**src/rtl/brprs_pkg.sv**
```systemverilog
`timescale 1ns / 1ps
`default_nettype none
// brprs_pkg: shared types and constants of the bitmap priority scheduler
// no dependencies; imported by every scheduler module

package brprs_pkg;

    localparam int KIND_W    = 2;
    localparam int TASK_W    = 4;
    localparam int PRIO_IN_W = 3;
    localparam int SLICE_W   = 16;
    localparam int STATUS_W  = 2;

    typedef logic [TASK_W-1:0]    task_t;
    typedef logic [PRIO_IN_W-1:0] prio_t;
    typedef logic [SLICE_W-1:0]   slice_t;

    typedef enum logic [KIND_W-1:0] {
        KIND_ADD    = 2'd0,
        KIND_SWITCH = 2'd1,
        KIND_CLEAR  = 2'd2,
        KIND_NOP    = 2'd3
    } kind_t;

    typedef enum logic [STATUS_W-1:0] {
        STATUS_OK         = 2'd0,
        STATUS_NO_READY   = 2'd1,
        STATUS_QUEUE_FULL = 2'd2
    } status_t;

    typedef enum logic [1:0] {
        SLICE_HOLD   = 2'd0,
        SLICE_LOAD   = 2'd1,
        SLICE_DEC    = 2'd2,
        SLICE_RELOAD = 2'd3
    } slice_op_t;

    // ready bitmap update
    typedef struct packed {
        logic  set;
        logic  clr;
        prio_t level;
    } ready_cmd_t;

    // per-level task queue update
    typedef struct packed {
        logic  push;
        logic  rotate;
        prio_t level;
        task_t task_id;
    } queue_cmd_t;

    // per-task slice counter update
    typedef struct packed {
        slice_op_t op;
        task_t     task_id;
        slice_t    value;
    } slice_cmd_t;

endpackage

`default_nettype wire

```
**src/rtl/brprs_ready_map.sv**
```systemverilog
`timescale 1ns / 1ps
`default_nettype none
// brprs_ready_map: ready bitmap register and lowest-set-bit winner search
// depends on brprs_pkg

module brprs_ready_map #(
    parameter int NUM_PRIORITIES = 8,
    localparam int PRIO_W = $clog2(NUM_PRIORITIES)
) (
    input  logic                   clk,
    input  logic                   rst_n,
    input  brprs_pkg::ready_cmd_t  cmd,
    output logic                   found,
    output logic [PRIO_W-1:0]      win_level
);
    import brprs_pkg::*;

    logic [NUM_PRIORITIES-1:0] ready_reg;
    logic [NUM_PRIORITIES-1:0] ready_next;
    logic [PRIO_W-1:0]         lvl;

    assign lvl = cmd.level[PRIO_W-1:0];

    always_comb
    begin
        ready_next = ready_reg;
        if (cmd.set)
        begin
            ready_next[lvl] = 1'b1;
        end
        if (cmd.clr)
        begin
            ready_next[lvl] = 1'b0;
        end
    end

    always_ff @(posedge clk or negedge rst_n)
    begin
        if (!rst_n)
        begin
            ready_reg <= '0;
        end
        else
        begin
            ready_reg <= ready_next;
        end
    end

    // scan from the highest level down so the lowest set bit is taken last and wins
    always_comb
    begin
        found     = 1'b0;
        win_level = '0;
        for (int p = NUM_PRIORITIES - 1; p >= 0; p--)
        begin
            if (ready_reg[p])
            begin
                found     = 1'b1;
                win_level = PRIO_W'(p);
            end
        end
    end

endmodule

`default_nettype wire

```
**src/rtl/brprs_task_queues.sv**
```systemverilog
`timescale 1ns / 1ps
`default_nettype none
// brprs_task_queues: one shifting task-id queue per priority level
// depends on brprs_pkg

module brprs_task_queues #(
    parameter int NUM_PRIORITIES = 8,
    parameter int QUEUE_DEPTH    = 16,
    localparam int PRIO_W = $clog2(NUM_PRIORITIES),
    localparam int FILL_W = $clog2(QUEUE_DEPTH + 1)
) (
    input  logic                  clk,
    input  logic                  rst_n,
    input  brprs_pkg::queue_cmd_t cmd,
    output logic [FILL_W-1:0]     fill [NUM_PRIORITIES],
    output brprs_pkg::task_t      head [NUM_PRIORITIES],
    output brprs_pkg::task_t      second [NUM_PRIORITIES]
);
    import brprs_pkg::*;

    // slot 0 is always the queue head, live entries are slots 0 .. fill-1
    task_t             slot_reg [NUM_PRIORITIES][QUEUE_DEPTH];
    logic [FILL_W-1:0] fill_reg [NUM_PRIORITIES];
    logic [PRIO_W-1:0] lvl;

    assign lvl = cmd.level[PRIO_W-1:0];

    always_ff @(posedge clk or negedge rst_n)
    begin
        if (!rst_n)
        begin
            fill_reg <= '{default: '0};
        end
        else if (cmd.push)
        begin
            fill_reg[lvl] <= fill_reg[lvl] + FILL_W'(1);
        end
    end

    // push writes behind the tail, rotate shifts each entry toward the head and wraps the head to the tail
    always_ff @(posedge clk)
    begin
        for (int l = 0; l < NUM_PRIORITIES; l++)
        begin
            for (int i = 0; i < QUEUE_DEPTH; i++)
            begin
                if (cmd.push && lvl == PRIO_W'(l) && FILL_W'(i) == fill_reg[l])
                begin
                    slot_reg[l][i] <= cmd.task_id;
                end
                else if (cmd.rotate && lvl == PRIO_W'(l))
                begin
                    if (FILL_W'(i + 1) < fill_reg[l])
                    begin
                        slot_reg[l][i] <= slot_reg[l][(i + 1) % QUEUE_DEPTH];
                    end
                    else if (FILL_W'(i + 1) == fill_reg[l])
                    begin
                        slot_reg[l][i] <= slot_reg[l][0];
                    end
                end
            end
        end
    end

    always_comb
    begin
        for (int l = 0; l < NUM_PRIORITIES; l++)
        begin
            fill[l]   = fill_reg[l];
            head[l]   = slot_reg[l][0];
            second[l] = slot_reg[l][1 % QUEUE_DEPTH];
        end
    end

endmodule

`default_nettype wire

```
**src/rtl/brprs_slice_table.sv**
```systemverilog
`timescale 1ns / 1ps
`default_nettype none
// brprs_slice_table: reload and remaining slice counters per task id
// depends on brprs_pkg

module brprs_slice_table #(
    parameter int MAX_TASKS = 16,
    localparam int TASK_SLOTS = (MAX_TASKS < 16) ? MAX_TASKS : 16,
    localparam int IDX_W = (TASK_SLOTS > 1) ? $clog2(TASK_SLOTS) : 1
) (
    input  logic                  clk,
    input  brprs_pkg::slice_cmd_t cmd,
    input  brprs_pkg::task_t      rd_task,
    output brprs_pkg::slice_t     rd_left
);
    import brprs_pkg::*;

    // task ids are four bits wide, so at most sixteen entries are reachable
    slice_t           reload_reg [TASK_SLOTS];
    slice_t           left_reg   [TASK_SLOTS];
    logic [IDX_W-1:0] wr_idx;
    logic [IDX_W-1:0] rd_idx;

    assign wr_idx  = cmd.task_id[IDX_W-1:0];
    assign rd_idx  = rd_task[IDX_W-1:0];
    assign rd_left = left_reg[rd_idx];

    always_ff @(posedge clk)
    begin
        unique case (cmd.op)
            SLICE_LOAD:
            begin
                reload_reg[wr_idx] <= cmd.value;
                left_reg[wr_idx]   <= cmd.value;
            end
            SLICE_DEC:
            begin
                left_reg[wr_idx] <= left_reg[wr_idx] - slice_t'(1);
            end
            SLICE_RELOAD:
            begin
                left_reg[wr_idx] <= reload_reg[wr_idx];
            end
            default:
            begin
            end
        endcase
    end

endmodule

`default_nettype wire

```
**src/rtl/bitmap_priority_round_robin_scheduler_top.sv**
```systemverilog
`timescale 1ns / 1ps
`default_nettype none
// bitmap_priority_round_robin_scheduler_top: eight-level task scheduler with round-robin slices
// an accepted word passes the input register and the decision logic into the result register;
// throughput one word per cycle while out_ready holds, set by the single-pass state update
// reset clears the ready map, queue fills, current task and both valid flags;
// queue slots and slice counters hold garbage until written
// depends on brprs_pkg, brprs_ready_map, brprs_task_queues, brprs_slice_table

module bitmap_priority_round_robin_scheduler_top #(
    parameter int NUM_PRIORITIES = 8,
    parameter int QUEUE_DEPTH    = 16,
    parameter int MAX_TASKS      = 16
) (
    input  logic                              clk,
    input  logic                              rst_n,
    input  logic                              in_valid,
    output logic                              in_ready,
    input  logic [brprs_pkg::KIND_W-1:0]      kind,
    input  logic [brprs_pkg::TASK_W-1:0]      task_id,
    input  logic [brprs_pkg::PRIO_IN_W-1:0]   priority_req,
    input  logic [brprs_pkg::SLICE_W-1:0]     slice_length,
    output logic                              out_valid,
    input  logic                              out_ready,
    output logic [brprs_pkg::TASK_W-1:0]      current_task,
    output logic                              rotated,
    output logic [brprs_pkg::STATUS_W-1:0]    status
);
    import brprs_pkg::*;

    localparam int PRIO_W = $clog2(NUM_PRIORITIES);
    localparam int FILL_W = $clog2(QUEUE_DEPTH + 1);

    // input register
    logic   in_valid_reg;
    kind_t  kind_reg;
    task_t  task_id_reg;
    prio_t  prio_reg;
    slice_t slice_reg;

    // result register
    logic    out_valid_reg;
    task_t   current_task_reg;
    logic    rotated_reg;
    status_t status_reg;

    // scheduler state held here
    task_t running_reg;
    task_t running_next;

    logic    process;
    logic    rotated_next;
    status_t status_next;

    ready_cmd_t ready_cmd;
    queue_cmd_t queue_cmd;
    slice_cmd_t slice_cmd;

    logic              found;
    logic [PRIO_W-1:0] win_level;
    logic [FILL_W-1:0] fill [NUM_PRIORITIES];
    task_t             head [NUM_PRIORITIES];
    task_t             second [NUM_PRIORITIES];
    task_t             win_head;
    slice_t            win_left;

    logic [PRIO_W-1:0] req_level;
    logic              level_ok;
    logic              task_ok;
    logic              req_full;
    logic [FILL_W-1:0] win_fill;

    // the word in the input register moves on once the result slot is free
    assign process  = in_valid_reg && (!out_valid_reg || out_ready);
    assign in_ready = !in_valid_reg || process;

    always_ff @(posedge clk or negedge rst_n)
    begin
        if (!rst_n)
        begin
            in_valid_reg <= 1'b0;
        end
        else if (in_ready)
        begin
            in_valid_reg <= in_valid;
        end
    end

    always_ff @(posedge clk)
    begin
        if (in_ready && in_valid)
        begin
            kind_reg    <= kind_t'(kind);
            task_id_reg <= task_id;
            prio_reg    <= priority_req;
            slice_reg   <= slice_length;
        end
    end

    brprs_ready_map #(
        .NUM_PRIORITIES (NUM_PRIORITIES)
    ) u_ready_map (
        .clk       (clk),
        .rst_n     (rst_n),
        .cmd       (ready_cmd),
        .found     (found),
        .win_level (win_level)
    );

    brprs_task_queues #(
        .NUM_PRIORITIES (NUM_PRIORITIES),
        .QUEUE_DEPTH    (QUEUE_DEPTH)
    ) u_task_queues (
        .clk    (clk),
        .rst_n  (rst_n),
        .cmd    (queue_cmd),
        .fill   (fill),
        .head   (head),
        .second (second)
    );

    brprs_slice_table #(
        .MAX_TASKS (MAX_TASKS)
    ) u_slice_table (
        .clk     (clk),
        .cmd     (slice_cmd),
        .rd_task (win_head),
        .rd_left (win_left)
    );

    // request checks for add and clear
    assign req_level = prio_reg[PRIO_W-1:0];
    assign level_ok  = int'(prio_reg) < NUM_PRIORITIES;
    assign task_ok   = int'(task_id_reg) < MAX_TASKS;
    assign req_full  = fill[req_level] == FILL_W'(QUEUE_DEPTH);

    // winning level for a switch tick
    assign win_fill = fill[win_level];
    assign win_head = head[win_level];

    always_comb
    begin
        running_next = running_reg;
        rotated_next = 1'b0;
        status_next  = STATUS_OK;

        ready_cmd.set     = 1'b0;
        ready_cmd.clr     = 1'b0;
        ready_cmd.level   = prio_reg;

        queue_cmd.push    = 1'b0;
        queue_cmd.rotate  = 1'b0;
        queue_cmd.level   = prio_reg;
        queue_cmd.task_id = task_id_reg;

        slice_cmd.op      = SLICE_HOLD;
        slice_cmd.task_id = task_id_reg;
        slice_cmd.value   = slice_reg;

        if (process)
        begin
            case (kind_reg)
                KIND_ADD:
                begin
                    if (!level_ok || !task_ok || req_full)
                    begin
                        status_next = STATUS_QUEUE_FULL;
                    end
                    else
                    begin
                        queue_cmd.push = 1'b1;
                        slice_cmd.op   = SLICE_LOAD;
                        ready_cmd.set  = 1'b1;
                    end
                end
                KIND_SWITCH:
                begin
                    queue_cmd.level   = PRIO_IN_W'(win_level);
                    queue_cmd.task_id = win_head;
                    slice_cmd.task_id = win_head;
                    if (!found || win_fill == '0)
                    begin
                        status_next = STATUS_NO_READY;
                    end
                    else if (win_left > slice_t'(1))
                    begin
                        // slice still running: count down, head stays current
                        slice_cmd.op = SLICE_DEC;
                        running_next = win_head;
                    end
                    else
                    begin
                        // slice used up: reload, move head to tail, next head runs
                        slice_cmd.op     = SLICE_RELOAD;
                        queue_cmd.rotate = 1'b1;
                        rotated_next     = 1'b1;
                        running_next     = (win_fill == FILL_W'(1)) ? win_head
                                                                     : second[win_level];
                    end
                end
                KIND_CLEAR:
                begin
                    ready_cmd.clr = level_ok;
                end
                default:
                begin
                end
            endcase
        end
    end

    always_ff @(posedge clk or negedge rst_n)
    begin
        if (!rst_n)
        begin
            running_reg   <= '0;
            out_valid_reg <= 1'b0;
        end
        else
        begin
            running_reg <= running_next;
            if (process)
            begin
                out_valid_reg <= 1'b1;
            end
            else if (out_ready)
            begin
                out_valid_reg <= 1'b0;
            end
        end
    end

    always_ff @(posedge clk)
    begin
        if (process)
        begin
            current_task_reg <= running_next;
            rotated_reg      <= rotated_next;
            status_reg       <= status_next;
        end
    end

    assign out_valid    = out_valid_reg;
    assign current_task = current_task_reg;
    assign rotated      = rotated_reg;
    assign status       = status_reg;

endmodule

`default_nettype wire
```
**config.mk**
```make
export PLATFORM = sky130hd
export DESIGN_NAME = bitmap_priority_round_robin_scheduler_top
export DESIGN_NICKNAME = d
export VERILOG_FILES = /design/src/rtl/brprs_pkg.sv /design/src/rtl/brprs_ready_map.sv /design/src/rtl/brprs_task_queues.sv /design/src/rtl/brprs_slice_table.sv /design/src/rtl/bitmap_priority_round_robin_scheduler_top.sv
export SDC_FILE = /design/constraint.sdc
export NUM_CORES = 2
export LEC_CHECK = 0
export BUFFER_PORTS_ARGS = -buffer_cell sky130_fd_sc_hd__clkbuf_2
export CORE_ASPECT_RATIO = 0.8
export CORE_MARGIN = 10
export CORE_UTILIZATION = 50
export DETAILED_ROUTE_END_ITERATION = 8
export GPL_TIMING_DRIVEN = 0
export PLACE_DENSITY = 0.73
export SYNTH_ARGS = -nofsm -noshare
export SYNTH_HDL_FRONTEND = slang
export SYNTH_SLANG_ARGS = --single-unit
```
**constraint.sdc**
```tcl
create_clock -name clk -period 7.85 [get_ports clk]
set_clock_uncertainty 0.1 [all_clocks]
set_input_delay 1.1775 -clock clk [delete_from_list [all_inputs] [get_ports clk]]
set_output_delay 1.1775 -clock clk [all_outputs]
set_load 0.02 [all_outputs]
```
==> impl_metrics.ini <==
[synthesis]
yosys.area_share.simple_pct = 13.1
yosysUniqueCellTypes = 89
synthAdderAreaFrac_pct = 0.0492
synth_xor_area_share_pct = 0.344
synth_seq_area_share_pct = 65.0
yosysMostFrequentCell = edfxtp_1
synth_mux_area_share_pct = 5.25
avgSynthCellArea_um2 = 12.0
synthesis.nets = 4277
synth-edff-count = 1056
synth_top_area_cell = edfxtp_1
yosys-top-cells-area = edfxtp_1 62%, nand2_1 5.4%, mux2_2 3.5%, dfrtp_1 2.7%, o21ai_0 2.2%
synth_compound_area_share_pct = 13.5
synthArstFlopShare_pct = 4.86
synthTopCellsByCount = 1056 x edfxtp_1, 725 x nand2_1, 248 x nor2_1
synth_seq_cells = 1110
synth_warnings = 0
syn_inst = 4246
synth_top_family_by_area = compound AO/OA/AOI/OAI gates
synth_top_area_share_pct = 62.4
ys.flop_type = edfxtp_1
synth_area_um2 = 50900

[clock_network]
cts_root_buffer = clkbuf_16
cts.path.max_buffers = 3
clock_latency_ps = 730
clk_pin_slew_ps = 80
numCtsBuffers = 108
cts_sinks = 1110
tritoncts = yes
htreeDepth = 3
ctsHoldBuffers = 0

[global_route]
antenna_found_initial = 9
grt_pass1_vias = 36229
grt_pass1_wl_mm = 243
grt_start_max_net_pins = 55
track_usage_pct = 28.1
grt_overflow = 0

[drt]
drtPass1Iterations = 7
drt_iter0_drc = 6930
drc = 0
vias_per_cell = 6.70
wl_mm = 167
wl_per_cell_um = 28.7
drt.antenna.violating_nets = 0
vias = 39090

[cells_and_area]
final_nets = 4447
final_core_util_pct = 56.7
n_fill_cell = 8313
area_growth_pct = 12.3
largest_register_ff_count = 512
drive_gt1_share_pct = 13.3

[floorplanning]
io_pins = 38
rows = 104
core_um2 = 101000
die_x_um = 377
die_area_um2 = 115000
die_h_um = 305
initial_core_util_pct = 50.5

[placed_design]
post-place-ws_ps = -998
place_congestion = 0.999
io_buffers = 37
hpwl_mm = 118

[setup_path]
r2r-end = u_slice_table.left_reg[4][3]
r2r_setup_slack_ps = 20
crit_cells = 15
path_cells = o31a_1 -> nor3_2 -> buf_2 -> o211ai_1 -> a211oi_2 -> buf_2 -> buf_1 -> clkbuf_1 -> buf_2 -> buf_2 -> clkbuf_2 -> clkbuf_2 -> nand2_1 -> nor2_1 -> buf_4
critPathLaunch = u_ready_map.ready_reg[5]
crit_path_end_kind = register
worstPathRequired_ps = 8140
critPathMaxStageDelay_ps = 660
crit_type = register to register
arrival_ps = 8120
cpMaxStageDelayCell = clkbuf_1
r2r_cells = 15
cp-start-kind = register
path_buf_inv = 9
path_common_cell = buf_2
critPathMaxFanout = 10
crit_path_end = u_slice_table.left_reg[4][3]
crit_family = buffers and inverters
regToRegStartpoint = u_ready_map.ready_reg[5]

[run_status]
violations = max-capacitance violations, max-slew violations
status = complete, but fails checks

[timing]
setup_violations = 0
hold_viol_final = 0
holdWs_ps = 402
min_period_over_period_pct = 99.7
rsz0062_at_grt = false
drv_slew = 11
worst_pin_slew_ps = 1520
min_period_ps = 7830
finalSetupTns_ps = 0
setup_slack_ps = 20.5
fmax_ghz = 0.128
slew_headroom_pct = -1.18

[power_and_ir_drop]
powerDensity_nw_per_um2 = 283
report.power.total_mw = 16.2
peakVddDrop_v = 0.000205
p_leak_nw = 18.9

[min_path]
min_path_type = register to register

[flow_run]
maxCapViolations = 1
through the flow:
stage / area (um2) / std cells
2_1_floorplan: 50900 / 4246
3_3_place_gp: 52700 / 5608
3_5_place_dp: 53100 / 5632
4_1_cts: 57100 / 5836
5_1_grt: 57100 / 5836
6_report: 57100 / 5838
how the worst min path moves through the flow:
stage / end / startpoint / slack (ps) / cells past startpoint
3_3_place_gp: out_valid / in_valid_reg / 390 / 2
6_report: u_task_queues.slot_reg[0][23] / u_task_queues.slot_reg[0][19] / 400 / 2
3_5_place_dp: u_task_queues.slot_reg[0][218] / u_task_queues.slot_reg[0][214] / 410 / 2
5_1_grt: u_task_queues.slot_reg[0][110] / u_task_queues.slot_reg[0][106] / 420 / 1
4_1_cts: u_task_queues.slot_reg[0][23] / u_task_queues.slot_reg[0][19] / 390 / 2
2_1_floorplan: running_reg[0] / running_reg[0] / 350 / 2
what timing repair did:
item | CTS | global route
gates resized for setup | 21 | 14
buffers inserted | 0 | 0
setup endpoints to repair | 452 | 215
routing by layer:
metal / vias up / share of wire [%] / global-route usage [%]
met5: - / 0.017 / 0.545
met1: 19103 / 41 / 42.7
met3: 434 / 15 / 7.81
met4: 4 / 4.0 / 9.57
li1: 16570 / - / -
met2: 2979 / 40 / 37.9
worst reg2reg max path, stage by stage (launching register included):
cell and delay, ps:
dfrtp_1 470, o31a_1 350, nor3_2 420, buf_2 430
o211ai_1 360, a211oi_2 640, buf_2 380, buf_1 580
clkbuf_1 660, buf_2 440, buf_2 360, clkbuf_2 490
clkbuf_2 520, nand2_1 340, nor2_1 600, buf_4 330
cell usage in the layout, fill, tap and decap left out, drive strengths merged, types with 8 or more instances in the layout:
master	synthesis	routed
a31oi	32	32
inv	57	63
a21o	28	28
a22oi	139	139
clkinvlp	0	10
a21oi	216	216
clkbuf	213	372
mux2	186	186
nand3	191	191
a221oi	41	41
nand2b	19	19
nor2b	8	8
o41ai	14	14
dfrtp	54	54
nand2	725	725
o31ai	24	24
nor4	66	66
a31o	22	22
xnor2	12	12
mux2i	55	55
o22ai	157	157
nor2	263	263
or2	19	19
o21a	8	8
nor3	72	72
a311oi	41	41
and2	12	12
clkinv	2	46
buf	80	103
o211ai	9	9
xor2	8	8
nand4	26	26
a211oi	10	10
or3	19	19
bufinv	0	21
and3	36	36
edfxtp	1056	1056
o21ai	234	234
report_power, final:
part / switching [mW] / internal, mW
Clock: 2.41 / 3.26
Combinational: 2.64 / 0.956
Sequential: 0.151 / 6.75
Total: 5.19 / 11.0
cell type report:
cell class                 instances  area (um2)  share of cell area (%)
multi-input combinational       2784       16600                    29.1
clock buffer                     123        2780                    4.87
clock inverter                    81        1070                    1.87
antenna                            3        7.51                  0.0131
tap                             1325        1660                    2.90
timing repair buffer              61         493                   0.863
buffer                           292        1190                    2.08
sequential                      1110       33100                    57.9
inverter                          59         221                   0.388
logic make-up (layout without fill, tap and decap cells):
kind of cell	count (synthesis)	in the layout
multiplexers	242	242
adder cells (fa/ha/maj)	2	2
AO/OA/AOI/OAI	1040	1040
AND/OR/NAND/NOR	1480	1480
buffers and inverters	352	616
flip-flops	1110	1110
other	0	3
XOR/XNOR	20	20
No activity file was read; power rests on OpenSTA's default activity.
